**src/oom_pkg.sv**
```systemverilog
// ----------------------------------------------------------------------------
// oom_pkg
// Shared types and codes for the output override mixer: command codes,
// controller states and the control and status groups between the modules.
// ----------------------------------------------------------------------------
package oom_pkg;

   typedef enum logic [1:0] {
      OP_SET      = 2'd0,
      OP_OVERRIDE = 2'd1,
      OP_PROFILE  = 2'd2,
      OP_UPDATE   = 2'd3
   } op_type;

   typedef enum logic [1:0] {
      ST_IDLE,
      ST_WALK,
      ST_DRAIN,
      ST_EMIT
   } state_type;

   // profile flag bit positions
   localparam int FLAG_ACTIVE = 0;
   localparam int FLAG_FON    = 1;
   localparam int FLAG_FOFF   = 2;

   typedef struct packed {
      logic accept;
      logic start_walk;
      logic rd_en;
      logic emit;
   } oom_cmd_type;

   typedef struct packed {
      logic last_rd;
   } oom_status_type;

endpackage

```
**src/output_override_mixer.sv**
```systemverilog
// ----------------------------------------------------------------------------
// output_override_mixer
// Mixes requested output bits with a profile table and one-shot overrides.
//
//   channel   handshake        payload
//   command   start / busy     req_op, req_out_index, req_bit_value, req_profile_*
//   result    rsp_valid        rsp_drive_word, rsp_requested_word, rsp_forced_*
//
// set, override and profile write transfers complete on acceptance, busy stays low
// an update walks the profile table in steps: the transfer, one read of the profile
// memory per entry, a drain state to fold in the last entry and an emit state
// the result is shown for exactly one cycle; the receiver cannot stall
// synchronous reset clears requested bits, overrides and all profile flags
// ----------------------------------------------------------------------------
module output_override_mixer
   import oom_pkg::*;
#(
   parameter int PROFILES    = 16,
   parameter int OUTPUT_BITS = 32
)
(
   input  logic        clock,
   input  logic        reset,
   input  logic        start,
   output logic        busy,
   input  logic [1:0]  req_op,
   input  logic [4:0]  req_out_index,
   input  logic        req_bit_value,
   input  logic [3:0]  req_profile_index,
   input  logic [31:0] req_profile_mask,
   input  logic        req_profile_active,
   input  logic        req_profile_force_on,
   input  logic        req_profile_force_off,
   output logic        rsp_valid,
   output logic [31:0] rsp_drive_word,
   output logic [31:0] rsp_requested_word,
   output logic [31:0] rsp_forced_on_word,
   output logic [31:0] rsp_forced_off_word
);

   oom_cmd_type    cmd;
   oom_status_type status;

   oom_ctrl u_ctrl (
      .clock  (clock),
      .reset  (reset),
      .start  (start),
      .req_op (req_op),
      .status (status),
      .busy   (busy),
      .cmd    (cmd)
   );

   oom_datapath #(
      .PROFILES    (PROFILES),
      .OUTPUT_BITS (OUTPUT_BITS)
   ) u_datapath (
      .clock                 (clock),
      .reset                 (reset),
      .cmd                   (cmd),
      .status                (status),
      .req_op                (req_op),
      .req_out_index         (req_out_index),
      .req_bit_value         (req_bit_value),
      .req_profile_index     (req_profile_index),
      .req_profile_mask      (req_profile_mask),
      .req_profile_active    (req_profile_active),
      .req_profile_force_on  (req_profile_force_on),
      .req_profile_force_off (req_profile_force_off),
      .rsp_drive_word        (rsp_drive_word),
      .rsp_requested_word    (rsp_requested_word),
      .rsp_forced_on_word    (rsp_forced_on_word),
      .rsp_forced_off_word   (rsp_forced_off_word)
   );

   assign rsp_valid = cmd.emit;

endmodule

```
**src/oom_ctrl.sv**
```systemverilog
// ----------------------------------------------------------------------------
// oom_ctrl
// Controller: accepts commands and sequences the profile walk of an update.
// ----------------------------------------------------------------------------
module oom_ctrl
   import oom_pkg::*;
(
   input  logic           clock,
   input  logic           reset,
   input  logic           start,
   input  logic [1:0]     req_op,
   input  oom_status_type status,
   output logic           busy,
   output oom_cmd_type    cmd
);

   state_type state_ff, state_in;
   logic      accept;

   assign busy   = (state_ff != ST_IDLE);
   assign accept = start && !busy;

   always_ff @(posedge clock) begin
      if (reset) begin
         state_ff <= ST_IDLE;
      end else begin
         state_ff <= state_in;
      end
   end

   always_comb begin
      state_in = state_ff;
      unique case (state_ff)
         ST_IDLE: begin
            if (accept && (op_type'(req_op) == OP_UPDATE)) begin
               state_in = ST_WALK;
            end
         end
         ST_WALK: begin
            if (status.last_rd) begin
               state_in = ST_DRAIN;
            end
         end
         ST_DRAIN: begin
            state_in = ST_EMIT;
         end
         ST_EMIT: begin
            state_in = ST_IDLE;
         end
         default: begin
            state_in = ST_IDLE;
         end
      endcase
   end

   always_comb begin
      cmd            = '0;
      cmd.accept     = accept;
      unique case (state_ff)
         ST_IDLE: begin
            cmd.start_walk = accept && (op_type'(req_op) == OP_UPDATE);
         end
         ST_WALK: begin
            cmd.rd_en = 1'b1;
         end
         ST_DRAIN: begin
         end
         ST_EMIT: begin
            cmd.emit = 1'b1;
         end
         default: begin
         end
      endcase
   end

endmodule

```
**src/oom_datapath.sv**
```systemverilog
// ----------------------------------------------------------------------------
// oom_datapath
// Datapath: requested and override words, profile flags and mask memory,
// walk counter and accumulation of the update result.
// ----------------------------------------------------------------------------
module oom_datapath
   import oom_pkg::*;
#(
   parameter int PROFILES    = 16,
   parameter int OUTPUT_BITS = 32
)
(
   input  logic           clock,
   input  logic           reset,
   input  oom_cmd_type    cmd,
   output oom_status_type status,
   input  logic [1:0]     req_op,
   input  logic [4:0]     req_out_index,
   input  logic           req_bit_value,
   input  logic [3:0]     req_profile_index,
   input  logic [31:0]    req_profile_mask,
   input  logic           req_profile_active,
   input  logic           req_profile_force_on,
   input  logic           req_profile_force_off,
   output logic [31:0]    rsp_drive_word,
   output logic [31:0]    rsp_requested_word,
   output logic [31:0]    rsp_forced_on_word,
   output logic [31:0]    rsp_forced_off_word
);

   localparam int PW = (PROFILES > 1) ? $clog2(PROFILES) : 1;

   logic [OUTPUT_BITS-1:0] requested_ff, requested_in;
   logic [OUTPUT_BITS-1:0] pend_on_ff, pend_on_in;
   logic [OUTPUT_BITS-1:0] pend_off_ff, pend_off_in;
   logic [OUTPUT_BITS-1:0] acc_ff, acc_in;
   logic [2:0]             flags_ff [PROFILES];
   logic [2:0]             flags_in [PROFILES];
   logic [OUTPUT_BITS-1:0] mask_mem [PROFILES];
   logic [OUTPUT_BITS-1:0] mask_rd_ff;
   logic [2:0]             flags_rd_ff;
   logic                   rd_valid_ff;
   logic [PW-1:0]          cnt_ff, cnt_in;

   op_type                 op;
   logic                   out_ok;
   logic                   prof_ok;
   logic                   prof_wr;
   logic [PW-1:0]          prof_addr;
   logic [OUTPUT_BITS-1:0] out_bit;
   logic [OUTPUT_BITS-1:0] drive;

   assign op        = op_type'(req_op);
   assign out_ok    = (7'(req_out_index) < 7'(OUTPUT_BITS));
   assign prof_ok   = (7'(req_profile_index) < 7'(PROFILES));
   assign prof_wr   = cmd.accept && (op == OP_PROFILE) && prof_ok;
   assign prof_addr = PW'(req_profile_index);
   assign out_bit   = OUTPUT_BITS'(1) << req_out_index;

   assign status.last_rd = (cnt_ff == PW'(PROFILES - 1));

   // mask memory, no reset: an entry only counts once its flags are written
   always_ff @(posedge clock) begin
      if (prof_wr) begin
         mask_mem[prof_addr] <= OUTPUT_BITS'(req_profile_mask);
      end
      if (cmd.rd_en) begin
         mask_rd_ff <= mask_mem[cnt_ff];
      end
   end

   always_comb begin
      requested_in = requested_ff;
      pend_on_in   = pend_on_ff;
      pend_off_in  = pend_off_ff;
      acc_in       = acc_ff;
      cnt_in       = cnt_ff;
      for (int p = 0; p < PROFILES; p++) begin
         flags_in[p] = flags_ff[p];
         if (cmd.emit) begin
            flags_in[p][FLAG_FON]  = 1'b0;
            flags_in[p][FLAG_FOFF] = 1'b0;
         end
      end
      if (prof_wr) begin
         flags_in[prof_addr] = {req_profile_force_off, req_profile_force_on,
                                req_profile_active};
      end
      if (cmd.accept && out_ok) begin
         if (op == OP_SET) begin
            if (req_bit_value) begin
               requested_in = requested_ff | out_bit;
            end else begin
               requested_in = requested_ff & ~out_bit;
            end
         end else if (op == OP_OVERRIDE) begin
            if (req_bit_value) begin
               pend_on_in = pend_on_ff | out_bit;
            end else begin
               pend_off_in = pend_off_ff | out_bit;
            end
         end
      end
      if (cmd.start_walk) begin
         acc_in = requested_ff;
         cnt_in = '0;
      end
      if (cmd.rd_en) begin
         cnt_in = cnt_ff + PW'(1);
      end
      if (rd_valid_ff) begin
         if (flags_rd_ff[FLAG_ACTIVE]) begin
            acc_in = acc_ff | mask_rd_ff;
         end
         if (flags_rd_ff[FLAG_FON]) begin
            pend_on_in = pend_on_ff | mask_rd_ff;
         end
         if (flags_rd_ff[FLAG_FOFF]) begin
            pend_off_in = pend_off_ff | mask_rd_ff;
         end
      end
      if (cmd.emit) begin
         pend_on_in  = '0;
         pend_off_in = '0;
      end
   end

   always_ff @(posedge clock) begin
      if (reset) begin
         requested_ff <= '0;
         pend_on_ff   <= '0;
         pend_off_ff  <= '0;
         rd_valid_ff  <= 1'b0;
         cnt_ff       <= '0;
         for (int p = 0; p < PROFILES; p++) begin
            flags_ff[p] <= '0;
         end
      end else begin
         requested_ff <= requested_in;
         pend_on_ff   <= pend_on_in;
         pend_off_ff  <= pend_off_in;
         rd_valid_ff  <= cmd.rd_en;
         cnt_ff       <= cnt_in;
         for (int p = 0; p < PROFILES; p++) begin
            flags_ff[p] <= flags_in[p];
         end
      end
   end

   always_ff @(posedge clock) begin
      acc_ff <= acc_in;
      if (cmd.rd_en) begin
         flags_rd_ff <= flags_ff[cnt_ff];
      end
   end

   assign drive = (acc_ff | pend_on_ff) & ~pend_off_ff;

   assign rsp_drive_word      = 32'(drive);
   assign rsp_requested_word  = 32'(acc_ff);
   assign rsp_forced_on_word  = 32'(pend_on_ff);
   assign rsp_forced_off_word = 32'(pend_off_ff);

endmodule

```
**config.mk**
```make
export PLATFORM = sky130hd
export DESIGN_NAME = output_override_mixer
export DESIGN_NICKNAME = d
export VERILOG_FILES = /design/src/oom_pkg.sv /design/src/output_override_mixer.sv /design/src/oom_ctrl.sv /design/src/oom_datapath.sv
export SDC_FILE = /design/constraint.sdc
export NUM_CORES = 1
export LEC_CHECK = 0
export ABC_AREA = 1
export BUFFER_PORTS_ARGS = -buffer_cell sky130_fd_sc_hd__buf_2
export CORE_MARGIN = 1
export CORE_UTILIZATION = 45
export DETAILED_ROUTE_END_ITERATION = 16
export HOLD_SLACK_MARGIN = 0.12
export SLEW_MARGIN = 10
export SYNTH_ARGS = -nofsm -noshare
export SYNTH_HDL_FRONTEND = slang
export SYNTH_SLANG_ARGS = --single-unit
```
**constraint.sdc**
```tcl
create_clock -name clock -period 5.4 [get_ports clock]
set_input_delay 1.08 -clock clock [delete_from_list [all_inputs] [get_ports clock]]
set_output_delay 1.08 -clock clock [all_outputs]
set_load 0.01 [all_outputs]
```
==> results of run 1 <==
metrics by stage:
stage	instance area [um^2]	utilization, %	hold slack [ns]	total power, W	setup WS [ns]
after floorplan	32100	-	0.429	0.00853	0.391
after global placement	33400	47.6	0.443	0.00946	1.68
after detailed placement	33400	47.6	0.449	0.00948	1.63
after CTS	36000	51.2	0.457	0.0148	2.09
after global routing	36000	51.2	0.478	0.0153	2.06
final	36000	51.2	0.457	0.0147	2.24
worst max-delay path by stage:
stage                                   from                          to  slack, ns  cells after the start
after floorplan                    req_op[0]   u_datapath.mask_mem[5][0]       0.39                      5
after global placement             req_op[0]  u_datapath.mask_mem[2][15]       1.68                      6
after detailed placement           req_op[0]  u_datapath.mask_mem[2][14]       1.63                      6
after CTS                 u_ctrl.state_ff[1]  u_datapath.mask_mem[2][15]       2.09                      6
after global routing      u_ctrl.state_ff[1]  u_datapath.mask_mem[10][2]       2.06                      6
final                     u_ctrl.state_ff[0]  u_datapath.mask_mem[6][17]       2.24                      7
cell usage in the layout, fill, tap and decap left out, types with 33 or more instances in the layout:
cell,instances
o21ai_0,68
edfxtp_1,547
nand3_1,483
a21oi_1,131
buf_2,179
nor2_1,261
clkbuf_16,85
nand2_1,864
dfxtp_1,179
nand4_1,33
inv_1,589
routing by layer:
metal	GRT usage, %	up-vias	share of wire, %	wire [um]
met2	38.7	737	47	39700
met4	7.19	2	2.6	2210
li1	-	11399	-	-
met5	0	-	0.014	12
met1	31.7	10957	44	36900
met3	2.79	149	5.8	4880
power by group:
group / internal, W / total (W) / switching [W] / leakage (nW)
registers: 0.00634 / 0.00660 / 0.000260 / 6.42
clock network: 0.00312 / 0.00530 / 0.00217 / 1.24
logic: 0.000850 / 0.00277 / 0.00192 / 7.67
cells by family after synthesis:
kind of cell	Yosys count	share of synthesized area (%)
simple gates	1678	22.2
flops	730	62.7
compound gates	266	4.78
buf+inv	787	10.2
fa+ha+maj	6	0.234
worst reg2reg max path: cells and delay by family (launching register included):
family                   cells  cell delay (ns)
buffers and inverters        3             0.82
AND/OR/NAND/NOR              3             1.42
adder cells (fa/ha/maj)      1             0.25
flip-flops                   1             0.34
area by class of cell:
cell class | count | area (um^2) | share of cell area [%]
tap | 940 | 1180 | 3.27
inverter | 605 | 2280 | 6.33
multi-input combinational | 1950 | 8760 | 24.3
timing repair buffer | 207 | 1150 | 3.20
sequential | 730 | 20100 | 55.8
clock inverter | 26 | 204 | 0.566
clock buffer | 121 | 2330 | 6.48
flip-flops by register name (all words and copies together) (netlist names), named ones only:
signal and count:
u_datapath.rd_valid_ff 1, u_datapath.rsp_forced_on_word 32, u_datapath.flags_ff 32, u_datapath.mask_rd_ff 32, u_datapath.rsp_requested_word 32, u_datapath.mask_mem 512, u_datapath.rsp_forced_off_word 32, u_datapath.flags_rd_ff 3
u_ctrl.state_ff 2, u_datapath.cnt_ff 4
==> impl_metrics.yaml, run 1 <==
worst_hold_path:
  hold_class: "reg -> reg"
  whs_path_depth: 2
grt:
  grt_start_max_net_pins: 157
  grt_pass1_vias: 21683
  grt_usage_pct: 23.2
  gr-total-overflow: 0
  antenna_found_initial: 9
  grt_pass1_wl_um: 127000
outcome:
  outcome: "complete, no violations"
timing:
  hold_violations: 0
  rsz0062_at_grt: "false"
  fmax_mhz: 316
  final_max_slew_viol_count: 0
  fin_tns_setup_ns: 0
  tightest_slew_ns: 1.16
  slew-limit-headroom_pct: 22.9
  period_minus_slack_ns: 3.16
  timing.final.crit_share_pct: 58.6
  final-setup-viol-count: 0
  skew_ns: 0.0156
setup_path:
  end_kind: "register"
  crit_type: "reg -> reg"
  slowest_stage: "nor2_4"
  r2r_end: "u_datapath.mask_mem[6][17]"
  slowest_delay_ns: 0.70
  rr_startpoint: "u_ctrl.state_ff[0]"
  required_ns: 5.69
  crit_buf_inv: 3
  crit_top_cell: "nor2_4"
  crit_family: "simple AND/OR/NAND/NOR gates"
  crit_chain: "inv_1, ha_1, nand2_2, nor2_4, inv_2, nor2_4, buf_4"
  cp_max_fo: 21
  start_kind: "register"
  cp.arrival_ns: 3.45
  rrSetupSlack_ns: 2.24
  reg2regPathDepth: 7
placed_design:
  io_buffers: 179
  dpl.hpwl_um: 48800
  place.gp.congestion: 0.867
  dpl.cell_count: 4431
synthesis:
  synth_cells: 3467
  synthArstFlopShare_pct: 0
  ys_ff_latch: 730
  synth_nets: 3523
  syn-cell-area_mm2: 0.0321
  yosysWarningCount: 0
  yosysUniqueCellTypes: 29
  synth-seq-area-share_pct: 62.7
  yosysTopAreaCell: "edfxtp_1"
  yosys-top-cells-count: "nand2_1 (866), inv_1 (597), edfxtp_1 (547)"
  yosysMostFrequentCell: "nand2_1"
  synth_edf_count: 547
  synth_top_area_share_pct: 51.2
  synthFlopType: "edfxtp_1"
  synth_area_leaders: "edfxtp_1 (51%), dfxtp_1 (11%), nand2_1 (10%), nand3_1 (7.5%), inv_1 (7.0%)"
  synth.avg_cell_area_um2: 9.25
floorplan:
  coreArea_mm2: 0.0703
  rows: 97
  io_pins: 180
  fp.dieW_um: 269
  dieArea_mm2: 0.0723
  dieHeight_um: 269
  start_util_pct: 45.6
cts:
  clk_pin_slew_ns: 0.06
  cts_tree: "done"
  cts_resized: 0
  postCtsSetupRepairBufs: 0
  clock_latency_ns: 0.61
  h-tree-depth: 3
  clock-sinks: 730
  cts_buffer_depth: 3
  cts-buffers-inserted: 81
  cts_root_buf: "clkbuf_16"
  cts-hold-fix-buffers: 0
finish:
  area_delta_synth_final_pct: 12.3
  fill_cells: 6419
  drive_above_1_share_pct: 10.0
  layout.nets: 3631
  layout.cells.non_filler: 4579
  diodes: 0
power_and_ir_drop:
  ir_drop_uv: 283
  power.leakage_nw: 15.3
  power.density_mw_per_mm2: 407
job:
  maxCapViolCount: 0
detailed_routing:
  first_iter_violations: 1871
  vias_per_cell: 5.08
  vias: 23244
  ant_nets: 0
  drc: 0
  wl_per_cell_um: 18.3
  first_pass_iters: 6
  finalWirelength_um: 83700
(Power assumes the default switching activity.)
==> run 2: changes to the inputs <==
==> constraint.sdc (replaced) <==
create_clock -name clock -period 3.2 [get_ports clock]
set_input_delay 0.64 -clock clock [delete_from_list [all_inputs] [get_ports clock]]
set_output_delay 0.64 -clock clock [all_outputs]
set_load 0.01 [all_outputs]
==> run 2 against run 1 <==
Effect of this change:
- clock skew grew 0.00080 ns
- clock-buffer cell count shrank 1
- die area is the same
- sequential share of layout area shrank 0.69 points
- hold slack lost 0.13 ns
- highest routed layer is now met4
- first-iteration DRC count shrank 1.7%
- combinational power grew 76%
- critical path type unchanged
- register-to-register slack lost 1.4 ns
- utilization grew 0.64 points
==> impl_metrics.yaml, run 2 (same netlist as run 1, synthesis figures left out) <==
outcome:
  outcome: "complete, no violations"
finish:
  layout_common_cells: "nand2_1 (864), inv_1 (589), edfxtp_1 (547), nand3_1 (483), nor2_1 (261)"
  largest_reg_flops: 512
  layout_commonest_cell: "nand2_1"
  fin_area_mm2: 0.0365
  drive_above_1_share_pct: 10.9
  area_delta_synth_final_pct: 13.7
  regMostFlops: "u_datapath.mask_mem"
  layout.nets: 3663
setup_path:
  cp.arrival_ns: 2.66
  required_ns: 3.48
  crit_type: "reg -> reg"
  rr_startpoint: "u_ctrl.state_ff[0]"
  startpoint: "u_ctrl.state_ff[0]"
  crit_end: "u_datapath.mask_mem[14][9]"
  r2r_end: "u_datapath.mask_mem[14][9]"
  reg2regPathDepth: 7
  rrSetupSlack_ns: 0.83
  end_kind: "register"
  cp_max_fo: 19
  start_kind: "register"
timing:
  rsz0062_at_grt: "false"
  fmax_mhz: 421
  timing.final.crit_share_pct: 74.2
  fin_tns_setup_ns: 0
  finalWorstSetupSlack_ns: 0.827
  final_max_slew_viol_count: 0
  final-setup-viol-count: 0
  hold_violations: 0
  period_minus_slack_ns: 2.37
  skew_ns: 0.0164
  slew-limit-headroom_pct: 43.4
  tightest_slew_ns: 0.849
power_and_ir_drop:
  combPwrFrac_pct: 19.8
  power.density_mw_per_mm2: 676
  clock_power_share_pct: 35.4
  power.leakage_nw: 15.5
  sw_frac_of_total_pct: 29.8
  seq_power_share_pct: 44.8
  p_switching_w: 0.00735
  ir_drop_uv: 406
  p_int_w: 0.0173
detailed_routing:
  vias_per_cell: 5.04
  drc: 0
  ant_nets: 0
  first_iter_violations: 1839
  vias: 23237
  wl_per_cell_um: 18.2
  first_pass_iters: 5
  finalWirelength_um: 84200
placed_design:
  postPlaceCellArea_mm2: 0.0340
  place.gp.congestion: 0.926
  dpl.hpwl_um: 50700
  place_ws_ns: 0.772
  io_buffers: 179
cts:
  cts-buffers-inserted: 80
  cts_root_buf: "clkbuf_16"
  h-tree-depth: 3
  clock-sinks: 730
  cts_tree: "done"
  cts_buffer_depth: 3
  postCtsSetupRepairBufs: 0
  cts_resized: 0
  cts-hold-fix-buffers: 0
  clk_pin_slew_ns: 0.06
  clock_latency_ns: 0.62
worst_hold_path:
  hold_class: "in -> reg"
floorplan:
  start_util_pct: 45.6
  io_pins: 180
  dieArea_mm2: 0.0723
  fp.dieW_um: 269
  rows: 97
  dieHeight_um: 269
  coreArea_mm2: 0.0703
grt:
  grt_pass1_wl_um: 129000
  grt_start_max_net_pins: 163
  grt_pass1_vias: 21583
  grt_usage_pct: 23.5
  gr-total-overflow: 0
  antenna_found_initial: 7
job:
  maxCapViolCount: 0
## run 2: cell types whose count changed in the layout (fill, tap and decap cells not counted), moves of 2 or more
cell       change
buf_12        +22
buf_4         +12
clkbuf_4       +6
clkbuf_1       -3
clkbuf_16      -3
diode_2        +3
clkinv_2       +2
clkinv_4       -2
## run 2: final cells by class
type / instances / area, um^2
fillers: 6468 / 33800
clock inverters: 26 / 188
clock buffers: 120 / 2280
repair buffers: 240 / 1650
diodes: 3 / 7.51
well taps: 940 / 1180
inverters: 605 / 2280
multi-input cells: 1950 / 8770
flip-flops and latches: 730 / 20100
## run 2: worst min-delay path by stage
stage	from	endpoint	slack, ns	cells past startpoint
floorplan	register	register	0.43	2
global placement	register	register	0.45	2
detailed placement	register	register	0.45	2
CTS	reset	u_datapath.cnt_ff[2]	0.31	2
global route	reset	u_datapath.cnt_ff[2]	0.33	2
finish	reset	u_datapath.cnt_ff[2]	0.33	2
## run 2: critical path, cell delays in order, from the launching register on
cell and delay, ns:
dfxtp_1 0.33, inv_1 0.11, ha_1 0.25, nand2_2 0.16, nor2_4 0.34, nand2_1 0.29, nor2_4 0.19, buf_4 0.33
## run 2: power by group through the flow
stage | sequential (W) | combinational (W) | clock (W)
3_3_place_gp | 0.0112 | 0.00486 | 0
5_1_grt | 0.0111 | 0.00548 | 0.00926
2_1_floorplan | 0.0112 | 0.00317 | 0
3_5_place_dp | 0.0112 | 0.00489 | 0
6_report | 0.0111 | 0.00488 | 0.00873
4_1_cts | 0.0110 | 0.00491 | 0.00890
## run 2: metrics by stage
step	utilization, %	power, W	std cells	hold WS [ns]
2_1_floorplan	-	0.0144	3467	0.429
3_3_place_gp	48.4	0.0161	4465	0.449
3_5_place_dp	48.4	0.0161	4465	0.450
4_1_cts	51.9	0.0248	4611	0.311
5_1_grt	51.9	0.0258	4612	0.331
6_report	51.9	0.0247	4614	0.325
## run 2: per-layer routing
layer | part of all wire (%) | global-route usage [%] | vias to the layer above | wire length, um
li1 | - | - | 11468 | -
met1 | 45 | 32.5 | 10878 | 37500
met2 | 47 | 38.1 | 781 | 39200
met3 | 6.6 | 3.60 | 110 | 5540
met4 | 2.3 | 7.32 | 0 | 1950
met5 | 0 | 0 | - | 0
